==> src/design/ibv_pkg.sv <==
`timescale 1ns / 1ps
// ----------------------------------------------------------------------------
// ibv_pkg
// Shared types and constants of the IMU bias and variance calibrator.
// ----------------------------------------------------------------------------
package ibv_pkg;

  localparam int unsigned IN_AXES     = 6;
  localparam int unsigned RAW_W       = 16;
  localparam int unsigned STAT_W      = 49;
  localparam int unsigned CNT_W       = 16;
  localparam int unsigned DIVISOR_W   = 25;
  localparam int unsigned DIVIDEND_W  = 64;
  localparam int unsigned GYRO_DIV    = 500;
  localparam int unsigned GYRO_FIRST  = 3;
  localparam logic [CNT_W-1:0] COUNT_RESET = 16'd3000;

  // ceil(2^37 / 125): floor(|g| * 2^16 / 500) == (|g| * GYRO_RECIP) >> GYRO_RECIP_SH
  // for every |g| up to 2^15.
  localparam logic [30:0] GYRO_RECIP    = 31'd1099511628;
  localparam int unsigned GYRO_RECIP_SH = 23;

  localparam logic CMD_SAMPLE  = 1'b0;
  localparam logic CMD_RESTART = 1'b1;
  localparam logic KIND_MEAN   = 1'b0;
  localparam logic KIND_VAR    = 1'b1;

  typedef enum logic [1:0] {
    T_IDLE,
    T_RUN,
    T_OUT
  } top_state_e;

  typedef enum logic [3:0] {
    L_IDLE,
    L_SCALE,
    L_ROUND,
    L_DIFF,
    L_MHH,
    L_MHL,
    L_MLL,
    L_MADD,
    L_ACC,
    L_FIN_MEAN,
    L_FIN_VAR
  } lane_state_e;

  // Per-sample request broadcast to every lane.
  typedef struct packed {
    logic             start;
    logic             clear;
    logic             phase;
    logic             fin;
    logic [CNT_W-1:0] n;
  } lane_cmd_t;

endpackage

==> src/design/ibv_div.sv <==
`timescale 1ns / 1ps
// ----------------------------------------------------------------------------
// ibv_div
// Restoring divider, one quotient bit per cycle, unsigned operands.
// ----------------------------------------------------------------------------
module ibv_div (
  input  logic                              clk_i,
  input  logic                              rst_ni,
  input  logic                              start_i,
  input  logic [ibv_pkg::DIVIDEND_W-1:0]    dividend_i,
  input  logic [ibv_pkg::DIVISOR_W-1:0]     divisor_i,
  output logic                              done_o,
  output logic [ibv_pkg::DIVIDEND_W-1:0]    quot_o,
  output logic                              rem_nz_o
);
  import ibv_pkg::*;

  localparam int unsigned CW = $clog2(DIVIDEND_W + 1);

  logic                    busy_q;
  logic [CW-1:0]           cnt_q;
  logic [DIVIDEND_W-1:0]   quo_q;
  logic [DIVISOR_W-1:0]    rem_q;
  logic [DIVISOR_W-1:0]    dvs_q;
  logic [DIVISOR_W:0]      trial;
  logic                    fits;

  assign trial = {rem_q, quo_q[DIVIDEND_W-1]};
  assign fits  = trial >= {1'b0, dvs_q};

  always_ff @(posedge clk_i or negedge rst_ni) begin
    if (!rst_ni) begin
      busy_q <= 1'b0;
      cnt_q  <= '0;
      done_o <= 1'b0;
    end else begin
      done_o <= 1'b0;
      if (start_i) begin
        busy_q <= 1'b1;
        cnt_q  <= '0;
      end else if (busy_q) begin
        cnt_q <= cnt_q + 1'b1;
        if (cnt_q == CW'(DIVIDEND_W - 1)) begin
          busy_q <= 1'b0;
          done_o <= 1'b1;
        end
      end
    end
  end

  always_ff @(posedge clk_i) begin
    if (start_i) begin
      quo_q <= dividend_i;
      rem_q <= '0;
      dvs_q <= divisor_i;
    end else if (busy_q) begin
      quo_q <= {quo_q[DIVIDEND_W-2:0], fits};
      rem_q <= fits ? DIVISOR_W'(trial - {1'b0, dvs_q}) : trial[DIVISOR_W-1:0];
    end
  end

  assign quot_o   = quo_q;
  assign rem_nz_o = |rem_q;

endmodule

==> src/design/ibv_lane.sv <==
`timescale 1ns / 1ps
// ----------------------------------------------------------------------------
// ibv_lane
// One axis: sums, mean, squared deviations, and end-of-pass division.
// ----------------------------------------------------------------------------
module ibv_lane #(
  parameter bit IS_GYRO = 1'b0
) (
  input  logic                            clk_i,
  input  logic                            rst_ni,
  input  ibv_pkg::lane_cmd_t              cmd_i,
  input  logic signed [ibv_pkg::RAW_W-1:0] raw_i,
  output logic                            done_o,
  output logic [ibv_pkg::STAT_W-1:0]      stat_o
);
  import ibv_pkg::*;

  lane_state_e state_q, state_d;

  logic signed [32:0] raw_sum_q;
  logic signed [31:0] mean_q;
  logic [63:0]        sq_sum_q;
  logic signed [32:0] s_q;
  logic [32:0]        ad_q;
  logic [33:0]        prod_q;
  logic [63:0]        acc_q;
  logic               neg_q;
  logic               fin_q;
  logic [CNT_W-1:0]   n_q;
  logic [STAT_W-1:0]  stat_q;
  logic [16:0]        gmag_q;
  logic [47:0]        recip_q;

  logic                  div_start;
  logic [DIVIDEND_W-1:0] div_dvd;
  logic [DIVISOR_W-1:0]  div_dvs;
  logic                  div_done;
  logic [DIVIDEND_W-1:0] div_quo;
  logic                  div_rnz;

  logic signed [32:0] sum_new;
  logic [32:0]        sum_mag;
  logic [16:0]        raw_mag;
  logic [DIVISOR_W-1:0] n_div;
  logic [63:0]        q_signed;
  logic signed [33:0] diff;
  logic [63:0]        sq_new;
  logic signed [31:0] mean_sat;
  logic [16:0]        op_a, op_b;
  logic [24:0]        scl_quo;
  logic [32:0]        scl_mag;
  logic               scl_nz;
  logic [32:0]        scl_s;

  assign sum_new = raw_sum_q + 33'(raw_i);
  assign sum_mag = sum_new[32] ? 33'(-sum_new) : 33'(sum_new);
  assign raw_mag = raw_i[RAW_W-1] ? 17'(-18'(raw_i)) : 17'(raw_i);
  assign n_div   = IS_GYRO ? DIVISOR_W'(DIVISOR_W'(cmd_i.n) * DIVISOR_W'(GYRO_DIV))
                           : DIVISOR_W'(cmd_i.n);
  // Floored signed quotient: -(q+1) when the remainder is nonzero.
  assign q_signed = neg_q ? (div_rnz ? ~div_quo : 64'(-div_quo)) : div_quo;
  assign diff     = 34'(s_q) - 34'(mean_q);
  assign sq_new   = sq_sum_q + {16'b0, acc_q[63:16]};

  // Gyro scaling by 1/500 through the reciprocal; floor toward minus
  // infinity when the magnitude does not divide evenly.
  assign scl_quo = recip_q[47:GYRO_RECIP_SH];
  assign scl_mag = {8'b0, scl_quo};
  assign scl_nz  = (33'(scl_quo) * 33'(GYRO_DIV)) != {gmag_q, 16'b0};
  assign scl_s   = neg_q ? (scl_nz ? ~scl_mag : 33'(-scl_mag)) : scl_mag;

  always_comb begin
    if ($signed(q_signed) > 64'sd2147483647) begin
      mean_sat = 32'sh7fffffff;
    end else if ($signed(q_signed) < -64'sd2147483648) begin
      mean_sat = 32'sh80000000;
    end else begin
      mean_sat = q_signed[31:0];
    end
  end

  always_comb begin
    unique case (state_q)
      L_MHH:   begin op_a = ad_q[32:16]; op_b = ad_q[32:16]; end
      L_MHL:   begin op_a = ad_q[32:16]; op_b = {1'b0, ad_q[15:0]}; end
      default: begin op_a = {1'b0, ad_q[15:0]}; op_b = {1'b0, ad_q[15:0]}; end
    endcase
  end

  always_comb begin
    state_d   = state_q;
    div_start = 1'b0;
    div_dvd   = '0;
    div_dvs   = '0;
    done_o    = 1'b0;
    unique case (state_q)
      L_IDLE: begin
        if (cmd_i.start && !cmd_i.clear) begin
          if (!cmd_i.phase) begin
            if (cmd_i.fin) begin
              div_start = 1'b1;
              div_dvd   = {15'b0, sum_mag, 16'b0};
              div_dvs   = n_div;
              state_d   = L_FIN_MEAN;
            end else begin
              done_o = 1'b1;
            end
          end else if (IS_GYRO) begin
            state_d = L_SCALE;
          end else begin
            state_d = L_DIFF;
          end
        end
      end
      L_SCALE:    state_d = L_ROUND;
      L_ROUND:    state_d = L_DIFF;
      L_DIFF:     state_d = L_MHH;
      L_MHH:      state_d = L_MHL;
      L_MHL:      state_d = L_MLL;
      L_MLL:      state_d = L_MADD;
      L_MADD:     state_d = L_ACC;
      L_ACC: begin
        if (fin_q) begin
          div_start = 1'b1;
          div_dvd   = sq_new;
          div_dvs   = DIVISOR_W'(n_q);
          state_d   = L_FIN_VAR;
        end else begin
          done_o  = 1'b1;
          state_d = L_IDLE;
        end
      end
      L_FIN_MEAN, L_FIN_VAR: begin
        if (div_done) begin
          done_o  = 1'b1;
          state_d = L_IDLE;
        end
      end
      default: state_d = L_IDLE;
    endcase
  end

  always_ff @(posedge clk_i or negedge rst_ni) begin
    if (!rst_ni) begin
      state_q   <= L_IDLE;
      raw_sum_q <= '0;
      mean_q    <= '0;
      sq_sum_q  <= '0;
    end else begin
      state_q <= state_d;
      if (cmd_i.start && cmd_i.clear) begin
        state_q   <= L_IDLE;
        raw_sum_q <= '0;
        mean_q    <= '0;
        sq_sum_q  <= '0;
      end else begin
        if (state_q == L_IDLE && cmd_i.start && !cmd_i.phase) begin
          raw_sum_q <= cmd_i.fin ? '0 : sum_new;
        end
        if (state_q == L_FIN_MEAN && div_done) begin
          mean_q <= mean_sat;
        end
        if (state_q == L_ACC) begin
          sq_sum_q <= fin_q ? '0 : sq_new;
        end
      end
    end
  end

  always_ff @(posedge clk_i) begin
    prod_q <= 34'(op_a) * 34'(op_b);
    unique case (state_q)
      L_IDLE: begin
        fin_q <= cmd_i.fin;
        n_q   <= cmd_i.n;
        if (cmd_i.start) begin
          neg_q  <= cmd_i.phase ? raw_i[RAW_W-1] : sum_new[32];
          s_q    <= {raw_i[RAW_W-1], raw_i, 16'b0};
          gmag_q <= raw_mag;
        end
      end
      L_SCALE:  recip_q <= 48'(gmag_q) * 48'(GYRO_RECIP);
      L_ROUND:  s_q <= scl_s;
      L_DIFF:   ad_q <= diff[33] ? 33'(-diff) : 33'(diff);
      L_MHL:    acc_q <= {prod_q[31:0], 32'b0};
      L_MLL:    acc_q <= acc_q + ({30'b0, prod_q} << 17);
      L_MADD:   acc_q <= acc_q + {30'b0, prod_q};
      L_FIN_MEAN: if (div_done) stat_q <= STAT_W'(mean_sat);
      L_FIN_VAR:  if (div_done) stat_q <= div_quo[STAT_W-1:0];
      default: ;
    endcase
  end

  assign stat_o = stat_q;

  ibv_div u_div (
    .clk_i      (clk_i),
    .rst_ni     (rst_ni),
    .start_i    (div_start),
    .dividend_i (div_dvd),
    .divisor_i  (div_dvs),
    .done_o     (div_done),
    .quot_o     (div_quo),
    .rem_nz_o   (div_rnz)
  );

endmodule

==> config.mk <==
export PLATFORM = sky130hd
export DESIGN_NAME = ibv_lane
export DESIGN_NICKNAME = d
export VERILOG_FILES = /design/src/design/ibv_pkg.sv /design/src/design/ibv_div.sv /design/src/design/ibv_lane.sv
export SDC_FILE = /design/constraint.sdc
export NUM_CORES = 2
export LEC_CHECK = 0
export ABC_CLOCK_PERIOD_IN_PS = 9750
export BUFFER_PORTS_ARGS = -buffer_cell sky130_fd_sc_hd__buf_4
export CORE_MARGIN = 2
export CORE_UTILIZATION = 62
export CTS_BUF_LIST = sky130_fd_sc_hd__clkbuf_16
export DETAILED_ROUTE_END_ITERATION = 8
export PLACE_DENSITY = 0.84
export SETUP_SLACK_MARGIN = 0.2
export SYNTH_ARGS = -nofsm -noshare
export SYNTH_HDL_FRONTEND = slang
export SYNTH_SLANG_ARGS = --single-unit
export TNS_END_PERCENT = 1
==> constraint.sdc <==
create_clock -name clk_i -period 9.75 [get_ports clk_i]
set_input_delay 1.95 -clock clk_i [delete_from_list [all_inputs] [get_ports clk_i]]
set_output_delay 1.95 -clock clk_i [all_outputs]
set_load 0.02 [all_outputs]
==> reports/qor.txt <==
Critical Path Max Stage Delay: 0.82 ns
Synth Warn #: 0
Initial cell density of the core: 62.3%
Synth top area share: 16.5%
Met3 usage: 7.02%
Slew @ Worst Pin: 1.28 ns
EDFF count, synth: 319
Area Overhead vs Synth: 6.48%
CTS clk-pin slew, worst paths: 0.07 ns
DRC: 0
Clk Tree Root Cell: clkbuf_16
Post-Syn Area: 57900 um2
Synth Area in Compound Gates: 17.2%
Longest Clk Path Bufs: 3
Routed wire length per instance: 23.3 um
Commonest cells after routing, fill and taps aside: inv_1, nand2_1, ha_1
R2r endpoint: prod_q[33]
CTS tree: built
R2r setup slk: 0.85 ns
Core region area: 92900 um2
Synth Flop Type: edfxtp_1
Status: finished clean
Die Footprint: 95800 um2
CP Max Fanout: 11
Total of fill cells in the finished design: 7396
# resized after CTS: 0
Gate count of the mapped netlist: 6506
First-pass GRT wire length: 278 mm
CP bufs+invs: 5
Boundary Pins: 88
Hold Path Class: flop to flop
Critical path depth: 28
Total global routing overflow: 0
Arr. time, crit path: 9.46 ns
Commonest non-fill, non-tap cell in the layout: inv_1
Clock sinks: 520
Largest net degree at the start of global routing: 86
Avg Cell Area, Syn: 8.90 um2
Row cnt: 112
Synth Area in Simple Gates: 15.8%
Cell accounting for the most synthesized area: edfxtp_1
Antenna violations before repair: 7
RSZ-0062 raised after global routing: false
Max Slew Vio Count: 0
Clock H-tree levels: 2
Clk_skew: 0.0376 ns
Final critical-path share of the clock period: 91.2%
Post-synthesis register bit count: 520
Synth area leaders: edfxtp_1, fa_1, ha_1
Max-slew headroom: 14.3%
Max_cap viols: 0
Routing usage on met1: 48.9%
Port bufs: 87
Worst setup path end: prod_q[33]
XOR/XNOR Fraction of Synth Area: 6.05%
Total GRT Usage: 37.7%
Share of cells above drive strength 1: 5.43%
Skew-Pair Late Insertion Delay: 0.68 ns
Die Y: 310 um
Drt first pass iters: 6
CP top delay family: adder cells
Via count: 50300
Netlist cell types: 89
Post-synth ARST share: 27.3%
Setup bufs post-CTS: 0
R2r startpoint: state_q[2]
Final Hold Vio Count: 0
Post-synthesis adder-cell area fraction: 28.0%
Most used routing layer: met2
CP max-delay cell: mux2i_1
Sequential share of the synthesized area: 24.7%
Worst endpoint required time: 10.32 ns
R2R cell count: 28
Setup crit end kind: flop
Post-synthesis mux area share: 1.42%
Routability cong.: 1.02
Final WL: 180 mm
CP dominant cell by count: fa_1
Main combinational cell family by area after synthesis: adder cells
Number of buffers created by CTS: 59
Final setup fails: 0
Vias in the first global route: 48400
Initial DRC Count: 5722
Highest clock rate: 112 MHz
Sum Neg Setup Slack: 0 ns
Hold_buf cts: 0
Synthesized Nets: 7568
Detail Route Antenna Nets: 0
CP startpoint kind: flop
Avg Vias per Cell: 6.48
M2 GR Usage: 58.8%
Critical Path Source: state_q[2]
Kind of critical path: flop to flop
HPWL Detailed: 141 mm
Min Tclk post-route: 8.90 ns
Layout Nets: 7512
Die extent in x: 310 um
[layout make-up]
class | count | area [um2] | area share (%)
clock inverters | 51 | 527 | 0.854
clock buffers | 59 | 1480 | 2.39
multi-input cells | 4944 | 39700 | 64.4
inverters | 776 | 2910 | 4.72
well taps | 1254 | 1570 | 2.55
flip-flops and latches | 520 | 14300 | 23.2
diodes | 1 | 2.50 | 0.00406
repair buffers | 149 | 1120 | 1.82
[worst min-delay path: stages (launching register included)]
cell	delay [ns]
dfrtp_1	0.34
nand2_1	0.04
o21ai_0	0.06
[per-stage QoR]
| step | area (um2) | hold slack [ns] | setup slack (ns) | cells | util [%] |
|---|---|---|---|---|---|
| 2_1_floorplan | 57900 | 0.450 | 1.58 | 6506 | - |
| 3_3_place_gp | 59600 | 0.466 | 1.20 | 7643 | 64.2 |
| 3_5_place_dp | 59600 | 0.473 | 0.990 | 7643 | 64.2 |
| 4_1_cts | 61600 | 0.484 | 0.939 | 7753 | 66.4 |
| 5_1_grt | 61600 | 0.508 | 0.450 | 7754 | 66.4 |
| 6_report | 61600 | 0.483 | 0.854 | 7754 | 66.4 |
[cells by family (layout without fill, tap and decap cells)]
group	after synthesis	in the layout
XOR/XNOR	400	400
flip-flops	520	520
adder cells (fa/ha/maj)	1024	1024
buffers and inverters	1042	1035
AO/OA/AOI/OAI	1501	1501
multiplexers	77	77
other	1	2
AND/OR/NAND/NOR	1941	1941
[layer usage]
metal | part of all wire, % | vias to the layer above | routed length [um]
met1 | 38 | 24300 | 69000
met3 | 9.9 | 624 | 17800
met2 | 45 | 2726 | 80500
met4 | 7.2 | 8 | 13000
li1 | - | 22600 | -
met5 | 0.032 | - | 57
[worst min-delay path by stage]
stage | from | end | slack, ns | depth (start not counted)
floorplan | mean_q[10] | mean_q[10] | 0.45 | 2
global placement | mean_q[22] | mean_q[22] | 0.47 | 2
detailed placement | mean_q[10] | mean_q[10] | 0.47 | 2
CTS | mean_q[21] | mean_q[21] | 0.48 | 2
global route | mean_q[21] | mean_q[21] | 0.51 | 2
finish | mean_q[21] | mean_q[21] | 0.48 | 2
[Yosys cell counts (53+ instances only)]
cell type  count
xor2_1       159
a22o_1        77
o21a_1        63
o21ai_0      346
fa_1         451
dfxtp_1       59
nor3_1       149
and3_1        57
nand2b_1      61
nand2_1      614
a21oi_1      315
nand4_1       75
inv_1        774
xnor2_1      241
a31oi_1       53
a21o_1       148
dfrtp_1      142
nor2_1       514
nand3_1      148
a211oi_1      84
ha_1         573
edfxtp_1     319
clkbuf_1     241
[sequential cells by signal, indices dropped and copies added, names as in the netlist]
name,count
acc_q,64
ad_q,33
fin_q,1
gmag_q,17
mean_q,32
n_q,16
neg_q,1
prod_q,34
raw_sum_q,33
recip_q,25
s_q,33
sq_sum_q,64
stat_o,49
state_q,4
u_div.busy_q,1
u_div.cnt_q,7
u_div.done_o,1
u_div.dvs_q,16
u_div.quot_o,64
u_div.rem_q,25
Power is left out: the tool's default activity adds up to more than one toggle a clock period on the data nets, which glitch-free logic cannot reach.
