===== config.mk =====
export PLATFORM = sky130hd
export DESIGN_NAME = ibv_merge_flat
export DESIGN_NICKNAME = d
export VERILOG_FILES = /design/src/design/ibv_pkg.sv /design/src/design/ibv_if.sv /design/src/design/ibv_merge.sv /design/src/flat_wrapper.sv
export SDC_FILE = /design/constraint.sdc
export NUM_CORES = 1
export LEC_CHECK = 0
export BUFFER_PORTS_ARGS = -buffer_cell sky130_fd_sc_hd__buf_2
export CORE_AREA = 2 2 233 235
export CTS_CLUSTER_DIAMETER = 120
export DETAILED_ROUTE_END_ITERATION = 16
export DIE_AREA = 0 0 235 237
export PLACE_DENSITY = 0.47
export SYNTH_ARGS = -nofsm -noshare
export SYNTH_HDL_FRONTEND = slang
export SYNTH_SLANG_ARGS = --single-unit

===== constraint.sdc =====
create_clock -name clk_i -period 0.97 [get_ports clk_i]
set_clock_uncertainty 0.15 [all_clocks]
set_input_delay 0.0485 -clock clk_i [delete_from_list [all_inputs] [get_ports clk_i]]
set_output_delay 0.0485 -clock clk_i [all_outputs]
set_load 0.05 [all_outputs]

===== src/design/ibv_pkg.sv =====
`timescale 1ns / 1ps
// ----------------------------------------------------------------------------
// ibv_pkg
// Shared types and constants of the IMU bias and variance calibrator.
// ----------------------------------------------------------------------------
package ibv_pkg;

  localparam int unsigned IN_AXES     = 6;
  localparam int unsigned RAW_W       = 16;
  localparam int unsigned STAT_W      = 49;
  localparam int unsigned CNT_W       = 16;
  localparam int unsigned DIVISOR_W   = 25;
  localparam int unsigned DIVIDEND_W  = 64;
  localparam int unsigned GYRO_DIV    = 500;
  localparam int unsigned GYRO_FIRST  = 3;
  localparam logic [CNT_W-1:0] COUNT_RESET = 16'd3000;

  // ceil(2^37 / 125): floor(|g| * 2^16 / 500) == (|g| * GYRO_RECIP) >> GYRO_RECIP_SH
  // for every |g| up to 2^15.
  localparam logic [30:0] GYRO_RECIP    = 31'd1099511628;
  localparam int unsigned GYRO_RECIP_SH = 23;

  localparam logic CMD_SAMPLE  = 1'b0;
  localparam logic CMD_RESTART = 1'b1;
  localparam logic KIND_MEAN   = 1'b0;
  localparam logic KIND_VAR    = 1'b1;

  typedef enum logic [1:0] {
    T_IDLE,
    T_RUN,
    T_OUT
  } top_state_e;

  typedef enum logic [3:0] {
    L_IDLE,
    L_SCALE,
    L_ROUND,
    L_DIFF,
    L_MHH,
    L_MHL,
    L_MLL,
    L_MADD,
    L_ACC,
    L_FIN_MEAN,
    L_FIN_VAR
  } lane_state_e;

  // Per-sample request broadcast to every lane.
  typedef struct packed {
    logic             start;
    logic             clear;
    logic             phase;
    logic             fin;
    logic [CNT_W-1:0] n;
  } lane_cmd_t;

endpackage


===== src/design/ibv_if.sv =====


interface ibv_out_if;
  logic               valid;
  logic               ready;
  logic               result_kind;
  logic signed [48:0] accel_x_stat;
  logic signed [48:0] accel_y_stat;
  logic signed [48:0] accel_z_stat;
  logic signed [48:0] gyro_x_stat;
  logic signed [48:0] gyro_y_stat;
  logic signed [48:0] gyro_z_stat;

  modport source (output valid, result_kind, accel_x_stat, accel_y_stat,
                  accel_z_stat, gyro_x_stat, gyro_y_stat, gyro_z_stat,
                  input ready);
  modport sink (input valid, result_kind, accel_x_stat, accel_y_stat,
                accel_z_stat, gyro_x_stat, gyro_y_stat, gyro_z_stat,
                output ready);
endinterface


===== src/design/ibv_merge.sv =====
`timescale 1ns / 1ps
// ----------------------------------------------------------------------------
// ibv_merge
// Gathers the lane statistics into the registered result channel.
// ----------------------------------------------------------------------------
module ibv_merge (
  input  logic                           clk_i,
  input  logic                           rst_ni,
  input  logic                           load_i,
  input  logic                           kind_i,
  input  logic [ibv_pkg::STAT_W-1:0]     stats_i [ibv_pkg::IN_AXES],
  output logic                           free_o,
  ibv_out_if.source                      res_o
);
  import ibv_pkg::*;

  logic              valid_q;
  logic              kind_q;
  logic [STAT_W-1:0] stat_q [IN_AXES];

  assign free_o = !valid_q || res_o.ready;

  always_ff @(posedge clk_i or negedge rst_ni) begin
    if (!rst_ni) begin
      valid_q <= 1'b0;
    end else if (load_i) begin
      valid_q <= 1'b1;
    end else if (res_o.ready) begin
      valid_q <= 1'b0;
    end
  end

  always_ff @(posedge clk_i) begin
    if (load_i) begin
      kind_q <= kind_i;
      stat_q <= stats_i;
    end
  end

  assign res_o.valid        = valid_q;
  assign res_o.result_kind  = kind_q;
  assign res_o.accel_x_stat = stat_q[0];
  assign res_o.accel_y_stat = stat_q[1];
  assign res_o.accel_z_stat = stat_q[2];
  assign res_o.gyro_x_stat  = stat_q[3];
  assign res_o.gyro_y_stat  = stat_q[4];
  assign res_o.gyro_z_stat  = stat_q[5];

endmodule


===== src/flat_wrapper.sv =====
// flat-port wrapper written by rule: the top's interface ports become plain ports
module ibv_merge_flat import ibv_pkg::*;
  (clk_i, rst_ni, load_i, kind_i, stats_i, free_o, res_o_valid, res_o_result_kind, res_o_accel_x_stat, res_o_accel_y_stat, res_o_accel_z_stat, res_o_gyro_x_stat, res_o_gyro_y_stat, res_o_gyro_z_stat, res_o_ready);
  ibv_out_if res_o_i ();
  input  logic clk_i;
  input  logic rst_ni;
  input  logic load_i;
  input  logic kind_i;
  input  logic [ibv_pkg::STAT_W-1:0] stats_i[ibv_pkg::IN_AXES];
  output logic free_o;
  output wire logic [$bits(res_o_i.valid)-1:0] res_o_valid;
  output wire logic [$bits(res_o_i.result_kind)-1:0] res_o_result_kind;
  output wire logic [$bits(res_o_i.accel_x_stat)-1:0] res_o_accel_x_stat;
  output wire logic [$bits(res_o_i.accel_y_stat)-1:0] res_o_accel_y_stat;
  output wire logic [$bits(res_o_i.accel_z_stat)-1:0] res_o_accel_z_stat;
  output wire logic [$bits(res_o_i.gyro_x_stat)-1:0] res_o_gyro_x_stat;
  output wire logic [$bits(res_o_i.gyro_y_stat)-1:0] res_o_gyro_y_stat;
  output wire logic [$bits(res_o_i.gyro_z_stat)-1:0] res_o_gyro_z_stat;
  input wire logic [$bits(res_o_i.ready)-1:0] res_o_ready;
  assign res_o_valid = res_o_i.valid;
  assign res_o_result_kind = res_o_i.result_kind;
  assign res_o_accel_x_stat = res_o_i.accel_x_stat;
  assign res_o_accel_y_stat = res_o_i.accel_y_stat;
  assign res_o_accel_z_stat = res_o_i.accel_z_stat;
  assign res_o_gyro_x_stat = res_o_i.gyro_x_stat;
  assign res_o_gyro_y_stat = res_o_i.gyro_y_stat;
  assign res_o_gyro_z_stat = res_o_i.gyro_z_stat;
  assign res_o_i.ready = res_o_ready;
  ibv_merge u_core (.clk_i(clk_i), .rst_ni(rst_ni), .load_i(load_i), .kind_i(kind_i), .stats_i(stats_i), .free_o(free_o), .res_o(res_o_i));
endmodule

==> results of run 1 <==
[sequential cells by signal (all words and copies together), names as in the netlist]
| register | cells |
|---|---|
| u_core.res_o.accel_y_stat | 49 |
| u_core.res_o.gyro_z_stat | 49 |
| u_core.res_o.accel_x_stat | 49 |
| u_core.res_o.accel_z_stat | 49 |
| u_core.res_o.gyro_x_stat | 49 |
| u_core.res_o.gyro_y_stat | 49 |
| u_core.res_o.valid | 1 |
| u_core.res_o.result_kind | 1 |
[final timing paths]
check | end | start
min in group asynchronous | u_core.res_o.valid | rst_ni
max in group asynchronous | u_core.res_o.valid | rst_ni
min reg2reg | u_core.res_o.valid | u_core.res_o.valid
max reg2reg | u_core.res_o.valid | u_core.res_o.valid
min | u_core.res_o.accel_y_stat[11] | load_i
max | free_o | u_core.res_o.valid
[report_power, final]
group	total [mW]	leakage [nW]	switching, mW	internal (mW)
Clock	13.7	0.595	5.02	8.66
Combinational	7.85	4.43	4.69	3.16
Sequential	15.7	2.90	0.497	15.2
Total	37.3	7.92	10.2	27.1
[Yosys cell counts]
cell type / n / area share, %
dfrtp_1: 1 / 0.28
nand2b_2: 1 / 0.098
edfxtp_1: 295 / 99
nand2b_4: 1 / 0.15
[kinds of logic (layout without fill, tap and decap cells)]
logic type / after synthesis / in the layout / synth area share [%]
other cells: 0 / 2 / 0
simple gates: 2 / 2 / 0.2529
flops: 296 / 296 / 99.75
buf+inv: 0 / 984 / 0
[what timing repair did]
action,in CTS,in global routing
gates resized for setup,591,1
setup buffers,0,1
setup endpoints to repair,297,297
hold endpoints to repair,561,223
[per-stage QoR]
| step | hold slack [ps] | area (um2) | instances | setup WS (ps) |
|---|---|---|---|---|
| after floorplan | -397.1 | 8912 | 298 | -79.23 |
| after global placement | -310.2 | 13130 | 1620 | -62.82 |
| after detailed placement | -310.2 | 13130 | 1620 | -79.56 |
| after CTS | -261.3 | 19160 | 1977 | -440.8 |
| after global routing | -242.8 | 19180 | 1980 | -455.4 |
| final | -219.8 | 19180 | 1980 | -400.6 |
[area by class of cell]
type                    instances  area (um2)
flip-flops and latches        296        8885
clock buffers                  42       964.7
repair buffers                924        8184
well taps                     696       870.8
multi-input cells               2       27.53
diodes                          2       5.005
clock inverters                18       242.7
fillers                      4936       34100
[metal layers]
| metal | vias to the layer above | wire length [um] | global-route usage (%) |
|---|---|---|---|
| li1 | 3155 | - | - |
| met1 | 3287 | 11540 | 11.65 |
| met2 | 340 | 17430 | 20.60 |
| met3 | 65 | 2640 | 4.208 |
| met4 | 8 | 1045 | 4.641 |
| met5 | - | 57 | 0 |
[critical path, stage by stage, from the launching register on]
cell and delay, ps:
dfrtp_2 420, nand2b_4 90, buf_8 140
==> impl_metrics.toml, run 1 <==
[grt]
grt_antenna_before_repair = 8
grt_pass1_vias = 7855
grt_pass1_wl_um = 47540
track_usage_pct = 11.31
grt_max_degree = 34
gr-total-overflow = 0

[timing]
timing.hold.ws_ps = -219.8
finalHoldViolCount = 193
setup_ws_ps = -400.6
slew_headroom_pct = 86.92
fmax_mhz = 729.6
post-route-period-util_pct = 141.3
rsz0062_at_grt = "yes"
setup_tns_ps = -89150
worstMarginPinSlew_ps = 196.1
post-route-min-period_ps = 1371
setup_viol = 298
slew_violations = 0

[floorplan]
die_height_um = 237
die_width_um = 235
initial_core_util_pct = 16.71
die-area_um2 = 55700
num_io_pins = 596
coreArea_um2 = 53280
rows = 85

[yosys]
syn_inst = 298
ys_ff_latch = 296
yosysWarnings = 0
synth_area_um2 = 8906
synth_cell_types = 4
synthesis.nets = 597
syn_avg_cell_area_um2 = 29.89
ys_seq_area_share_pct = 99.75

[cells_and_area]
layout.core_utilization_pct = 36.00
nets = 1558
synthToLayoutAreaGrowth_pct = 115.4
mostFrequentLayoutCells = "dlygate4sd3_1 (297), buf_2 (297), buf_6 (295), edfxtp_1 (295), clkbuf_16 (37)"
drive_gt1_share_pct = 53.35

[route]
drtIter0Drc = 186
wl_um = 32710
drc = 0
ant_nets = 0
routedWlPerCell_um = 16.52
vias = 6855
firstDrtPassIters = 4
vias_per_cell = 3.462

[critical_path]
cp_max_fo = 2
r2r_cells = 4
startpoint_type = "register"
worstPathRequired_ps = 770
worstSetupPathType = "register to output pin"
r2r_slack_ps = -30
crit_path_end_kind = "output pin"
arrival_ps = 1170

[cts]
insertion_delay_ps = 520
clkTransAtPathRegs_ps = 60
clock_path_buffers = 3
cts_hold_buf = 297
cts_root_buf = "clkbuf_16"
cts_tree = "yes"
cts_sinks = 296
numCtsBuffers = 35
cts_max_level = 2

[min_path]
hold_depth = 2
worstHoldPathType = "input pin to register"

[placement]
portBuffers = 595
place_hpwl_um = 22700
gp_congestion = 0.8402

[pwr]
irDropWorstVdd_uv = 1514
p_leak_nw = 7.923
p_per_area_nw_per_um2 = 1943
finalPower_mw = 37.27

[status]
failed_checks = "negative hold slack, negative setup slack"
status = "complete, but fails checks"

[run]
maxCapViolCount = 0
(Power assumes the default switching activity.)
==> run 2: changes to the inputs <==
--- a/config.mk
+++ b/config.mk
@@ -11,6 +11,7 @@
 export DETAILED_ROUTE_END_ITERATION = 16
 export DIE_AREA = 0 0 235 237
 export PLACE_DENSITY = 0.47
+export RECOVER_POWER = 25
 export SYNTH_ARGS = -nofsm -noshare
 export SYNTH_HDL_FRONTEND = slang
 export SYNTH_SLANG_ARGS = --single-unit
==> run 2 against run 1 <==
  * Non-clock buffer count is the same
  * Clock-buffer cell count is the same
  * Critical path type unchanged
  * Wire length is essentially flat
  * Sequential share of layout area grew 0.25 points
  * Largest cell class unchanged
  * Maximum frequency grew 0.34%
  * The flow still finishes with violations (negative hold slack, negative setup slack)
==> impl_metrics.toml, run 2 (same netlist as run 1, synthesis figures left out) <==
[pwr]
p_per_area_nw_per_um2 = 1950
p_leak_nw = 7.884
irDropWorstVdd_uv = 1515

[grt]
grt_max_degree = 34
grt_pass1_wl_um = 47540
grt_antenna_before_repair = 8
gr-total-overflow = 0
grt_pass1_vias = 7855
track_usage_pct = 11.31

[floorplan]
initial_core_util_pct = 16.71
rows = 85
num_io_pins = 596
die_width_um = 235
die_height_um = 237
coreArea_um2 = 53280
die-area_um2 = 55700

[timing]
post-route-period-util_pct = 140.8
finalHoldViolCount = 1
rsz0062_at_grt = "yes"
slew_headroom_pct = 59.75
timing.hold.ws_ps = -132.6
worstMarginPinSlew_ps = 603.7
fmax_mhz = 732.1
setup_ws_ps = -395.9
setup_viol = 298
post-route-min-period_ps = 1366
slew_violations = 0

[run]
maxCapViolCount = 0

[cells_and_area]
nets = 1558
layout_commonest_cell = "buf_2"
synthToLayoutAreaGrowth_pct = 114.2
finalNonFillerCells = 1980
mostFrequentLayoutCells = "buf_2 (300), dlygate4sd3_1 (297), buf_6 (297), edfxtp_1 (295), clkbuf_16 (37)"
drive_gt1_share_pct = 53.20

[placement]
portBuffers = 595
dp_cells = 1620
gp_congestion = 0.8402
preCtsSetupSlack_ps = -79.56
place_hpwl_um = 22700

[critical_path]
arrival_ps = 1170
worstSetupPathType = "register to output pin"
worstPathRequired_ps = 770
startpoint_type = "register"
cp_max_fo = 2
crit_path_end_kind = "output pin"

[route]
vias_per_cell = 3.471
routedWlPerCell_um = 16.52
ant_nets = 0
drtIter0Drc = 177
drc = 0
vias = 6872
wl_um = 32700
firstDrtPassIters = 4

[cts]
cts_max_level = 2
cts_sinks = 296
cts_root_buf = "clkbuf_16"
clock_path_buffers = 3
clkTransAtPathRegs_ps = 50
cts_hold_buf = 297
numCtsBuffers = 35
cts_tree = "yes"
insertion_delay_ps = 510

[status]
status = "complete, but fails checks"
failed_checks = "negative hold slack, negative setup slack"

[min_path]
worstHoldPathType = "input pin to register"
[run 2: final timing paths]
path / start / cells after the start / to / slack [ps]
min: res_o_ready / 5 / u_core.res_o.valid / -130
max reg2reg: u_core.res_o.valid / 4 / u_core.res_o.valid / -30
max: u_core.res_o.valid / 2 / free_o / -400
max in group asynchronous: rst_ni / 3 / u_core.res_o.valid / 300
min reg2reg: u_core.res_o.valid / 4 / u_core.res_o.valid / 620
min in group asynchronous: rst_ni / 3 / u_core.res_o.valid / 250
[run 2: cell type report]
type,instances,area [um2]
timing repair buffer,924,8082
antenna,2,5.005
multi-input combinational,2,27.53
tap,696,870.8
clock inverter,18,242.7
clock buffer,42,964.7
sequential,296,8885
fill,4956,34210
[run 2: through the flow]
stage                     total power [mW]  utilization (%)  hold WS [ps]  area (um2)  TNS (ps)
final                                37.20            35.80        -132.6       19080    -88890
after floorplan                      19.32                -        -397.1        8912    -79.23
after global placement               21.42            24.65        -310.2       13130     -5076
after global routing                 38.50            35.80        -140.1       19080   -107430
after detailed placement             21.45            24.65        -310.2       13130     -6179
after CTS                            37.72            35.97        -261.3       19160   -103530
[run 2: repair_timing]
item	in CTS	in global routing
resized for setup	591	1
endpoints found under the hold margin	561	223
endpoints found under the setup margin	297	297
buffers inserted	0	1
[run 2: worst max-delay path, stage by stage, from the launching register on]
cell      delay [ps]
dfrtp_2          420
nand2b_4          90
buf_8            140
[run 2: power breakdown]
| group | total (mW) | switching [mW] | internal, mW |
|---|---|---|---|
| registers | 15.7 | 0.496 | 15.2 |
| logic | 7.80 | 4.69 | 3.11 |
| clock network | 13.7 | 5.01 | 8.66 |
[run 2: per-layer routing]
| metal | share of wire, % | global-route usage (%) | wire length (um) |
|---|---|---|---|
| met5 | 0.17 | 0 | 57 |
| met4 | 3.2 | 4.641 | 1040 |
| met3 | 8.1 | 4.208 | 2635 |
| met2 | 53 | 20.60 | 17460 |
| met1 | 35 | 11.65 | 11510 |
==> run 3: changes to the inputs <==
--- a/config.mk
+++ b/config.mk
@@ -7,6 +7,7 @@
 export LEC_CHECK = 0
 export BUFFER_PORTS_ARGS = -buffer_cell sky130_fd_sc_hd__buf_2
 export CORE_AREA = 2 2 233 235
+export CTS_BUF_LIST = sky130_fd_sc_hd__clkbuf_16
 export CTS_CLUSTER_DIAMETER = 120
 export DETAILED_ROUTE_END_ITERATION = 16
 export DIE_AREA = 0 0 235 237
==> run 3 against run 2 <==
  * The flow still finishes with violations (negative hold slack, negative setup slack)
  * Largest power group unchanged
  * Global-route usage about the same
  * Critical path depth unchanged
  * Via count decreased by 0.19%
  * Largest cell class unchanged
==> impl_metrics.toml, run 3 (same netlist as run 1, synthesis figures left out) <==
[status]
status = "complete, but fails checks"
failed_checks = "negative hold slack, negative setup slack"

[cts]
insertion_delay_ps = 520
clkTransAtPathRegs_ps = 50
cts_root_buf = "clkbuf_16"
clock_path_buffers = 3
cts_max_level = 2
cts_hold_buf = 297
numCtsBuffers = 35
cts_sinks = 296
cts_tree = "yes"

[route]
vias = 6859
wl_um = 32660
ant_nets = 0
drc = 0
routedWlPerCell_um = 16.49
drtIter0Drc = 178
vias_per_cell = 3.464
firstDrtPassIters = 4

[grt]
grt_max_degree = 34
track_usage_pct = 11.32
use_met1_pct = 11.68
grt_antenna_before_repair = 7
grt_pass1_vias = 7848
grt.met2_usage_pct = 20.53
grt-busiest-layer = "met2"
gr-total-overflow = 0
grt_pass1_wl_um = 47610
met3_usage_pct = 4.302

[critical_path]
crit_path_end_kind = "output pin"
cpPeakStageDelay_ps = 420
startpoint_type = "register"
worstSetupPathType = "register to output pin"
cp_slowest_cell = "dfrtp_2"
arrival_ps = 1170
critPathLaunch = "u_core.res_o.valid"
path_delay_family = "flip-flops"
path_cells = "nand2b_4 > buf_8"
worstPathRequired_ps = 770
rr_startpoint = "u_core.res_o.valid"
path_buf_inv = 1
cp_max_fo = 2

[timing]
rsz0062_at_grt = "yes"
setup_ws_ps = -397.7
setup_tns_ps = -89050
post-route-period-util_pct = 141.0
worstMarginPinSlew_ps = 620.8
slew_violations = 0
post-route-min-period_ps = 1368
fmax_mhz = 731.1
setup_viol = 298
slew_headroom_pct = 58.62
timing.hold.ws_ps = -134.2
finalHoldViolCount = 1

[floorplan]
die-area_um2 = 55700
initial_core_util_pct = 16.71
coreArea_um2 = 53280
die_width_um = 235
die_height_um = 237
rows = 85
num_io_pins = 596

[placement]
portBuffers = 595
place_hpwl_um = 22700
gp_congestion = 0.8402

[cells_and_area]
drive_gt1_share_pct = 53.04
layout.core_utilization_pct = 35.77
layout_commonest_cell = "buf_2"
fill_cells = 4955
synthToLayoutAreaGrowth_pct = 114.0
mostFrequentLayoutCells = "buf_2 (300), dlygate4sd3_1 (297), buf_6 (297), edfxtp_1 (295), clkbuf_16 (37)"
nets = 1558

[min_path]
min-delay-start = "res_o_ready"
worstHoldPathType = "input pin to register"

[pwr]
p_leak_nw = 7.886
irDropWorstVdd_uv = 1514
p_per_area_nw_per_um2 = 1942
finalPower_mw = 37.01

[run]
maxCapViolCount = 0
## run 3: cell count changes in the layout (fill, tap and decap cells not counted)
cell	before	now
clkbuf_1	5	2
clkbuf_8	2	0
clkinv_1	3	5
inv_1	0	3
## run 3: tightest hold or removal path, cell delays in order
cell and delay (ps):
buf_2 90, nand2b_4 130, buf_4 100, buf_6 90, nand2b_4 40
## run 3: path summary, 6_finish.rpt
check,end,depth (start not counted),slack (ps)
min in group asynchronous,u_core.res_o.valid,3,250
max,free_o,2,-400
min reg2reg,u_core.res_o.valid,4,620
min,u_core.res_o.valid,5,-130
max reg2reg,u_core.res_o.valid,4,-30
max in group asynchronous,u_core.res_o.valid,3,290
## run 3: per-stage QoR
stage	setup WS (ps)	instances	area, um2
2_1_floorplan	-79.23	298	8912
3_3_place_gp	-62.82	1620	13130
3_5_place_dp	-79.56	1620	13130
4_1_cts	-440.8	1977	19140
5_1_grt	-455.4	1980	19060
6_report	-397.7	1980	19060
## run 3: what timing repair did
action,4_1_cts,5_1_grt
setup buffers,0,1
resized for setup,591,1
hold endpoints to repair,561,223
endpoints found under the setup margin,297,297
cloned,0,0
## run 3: cell type report
| type | count | area (um2) | share of cell area [%] |
|---|---|---|---|
| clock inverters | 23 | 261.5 | 1.372 |
| repair buffers | 924 | 8082 | 42.41 |
| clock buffers | 37 | 925.9 | 4.859 |
| well taps | 696 | 870.8 | 4.570 |
| flip-flops and latches | 296 | 8885 | 46.62 |
| diodes | 2 | 5.005 | 0.02626 |
| multi-input cells | 2 | 27.53 | 0.1444 |
## run 3: power breakdown
group	internal, mW	switching [mW]
logic	3.11	4.69
registers	15.2	0.497
clock network	8.47	5.01
## run 3: routing by layer
metal  share of wire [%]  up-vias  routed length, um
li1                    -     3158                  -
met1                  35     3292              11490
met2                  53      336              17380
met3                 8.2       65               2665
met4                 3.2        8               1060
met5                0.17        -                 57
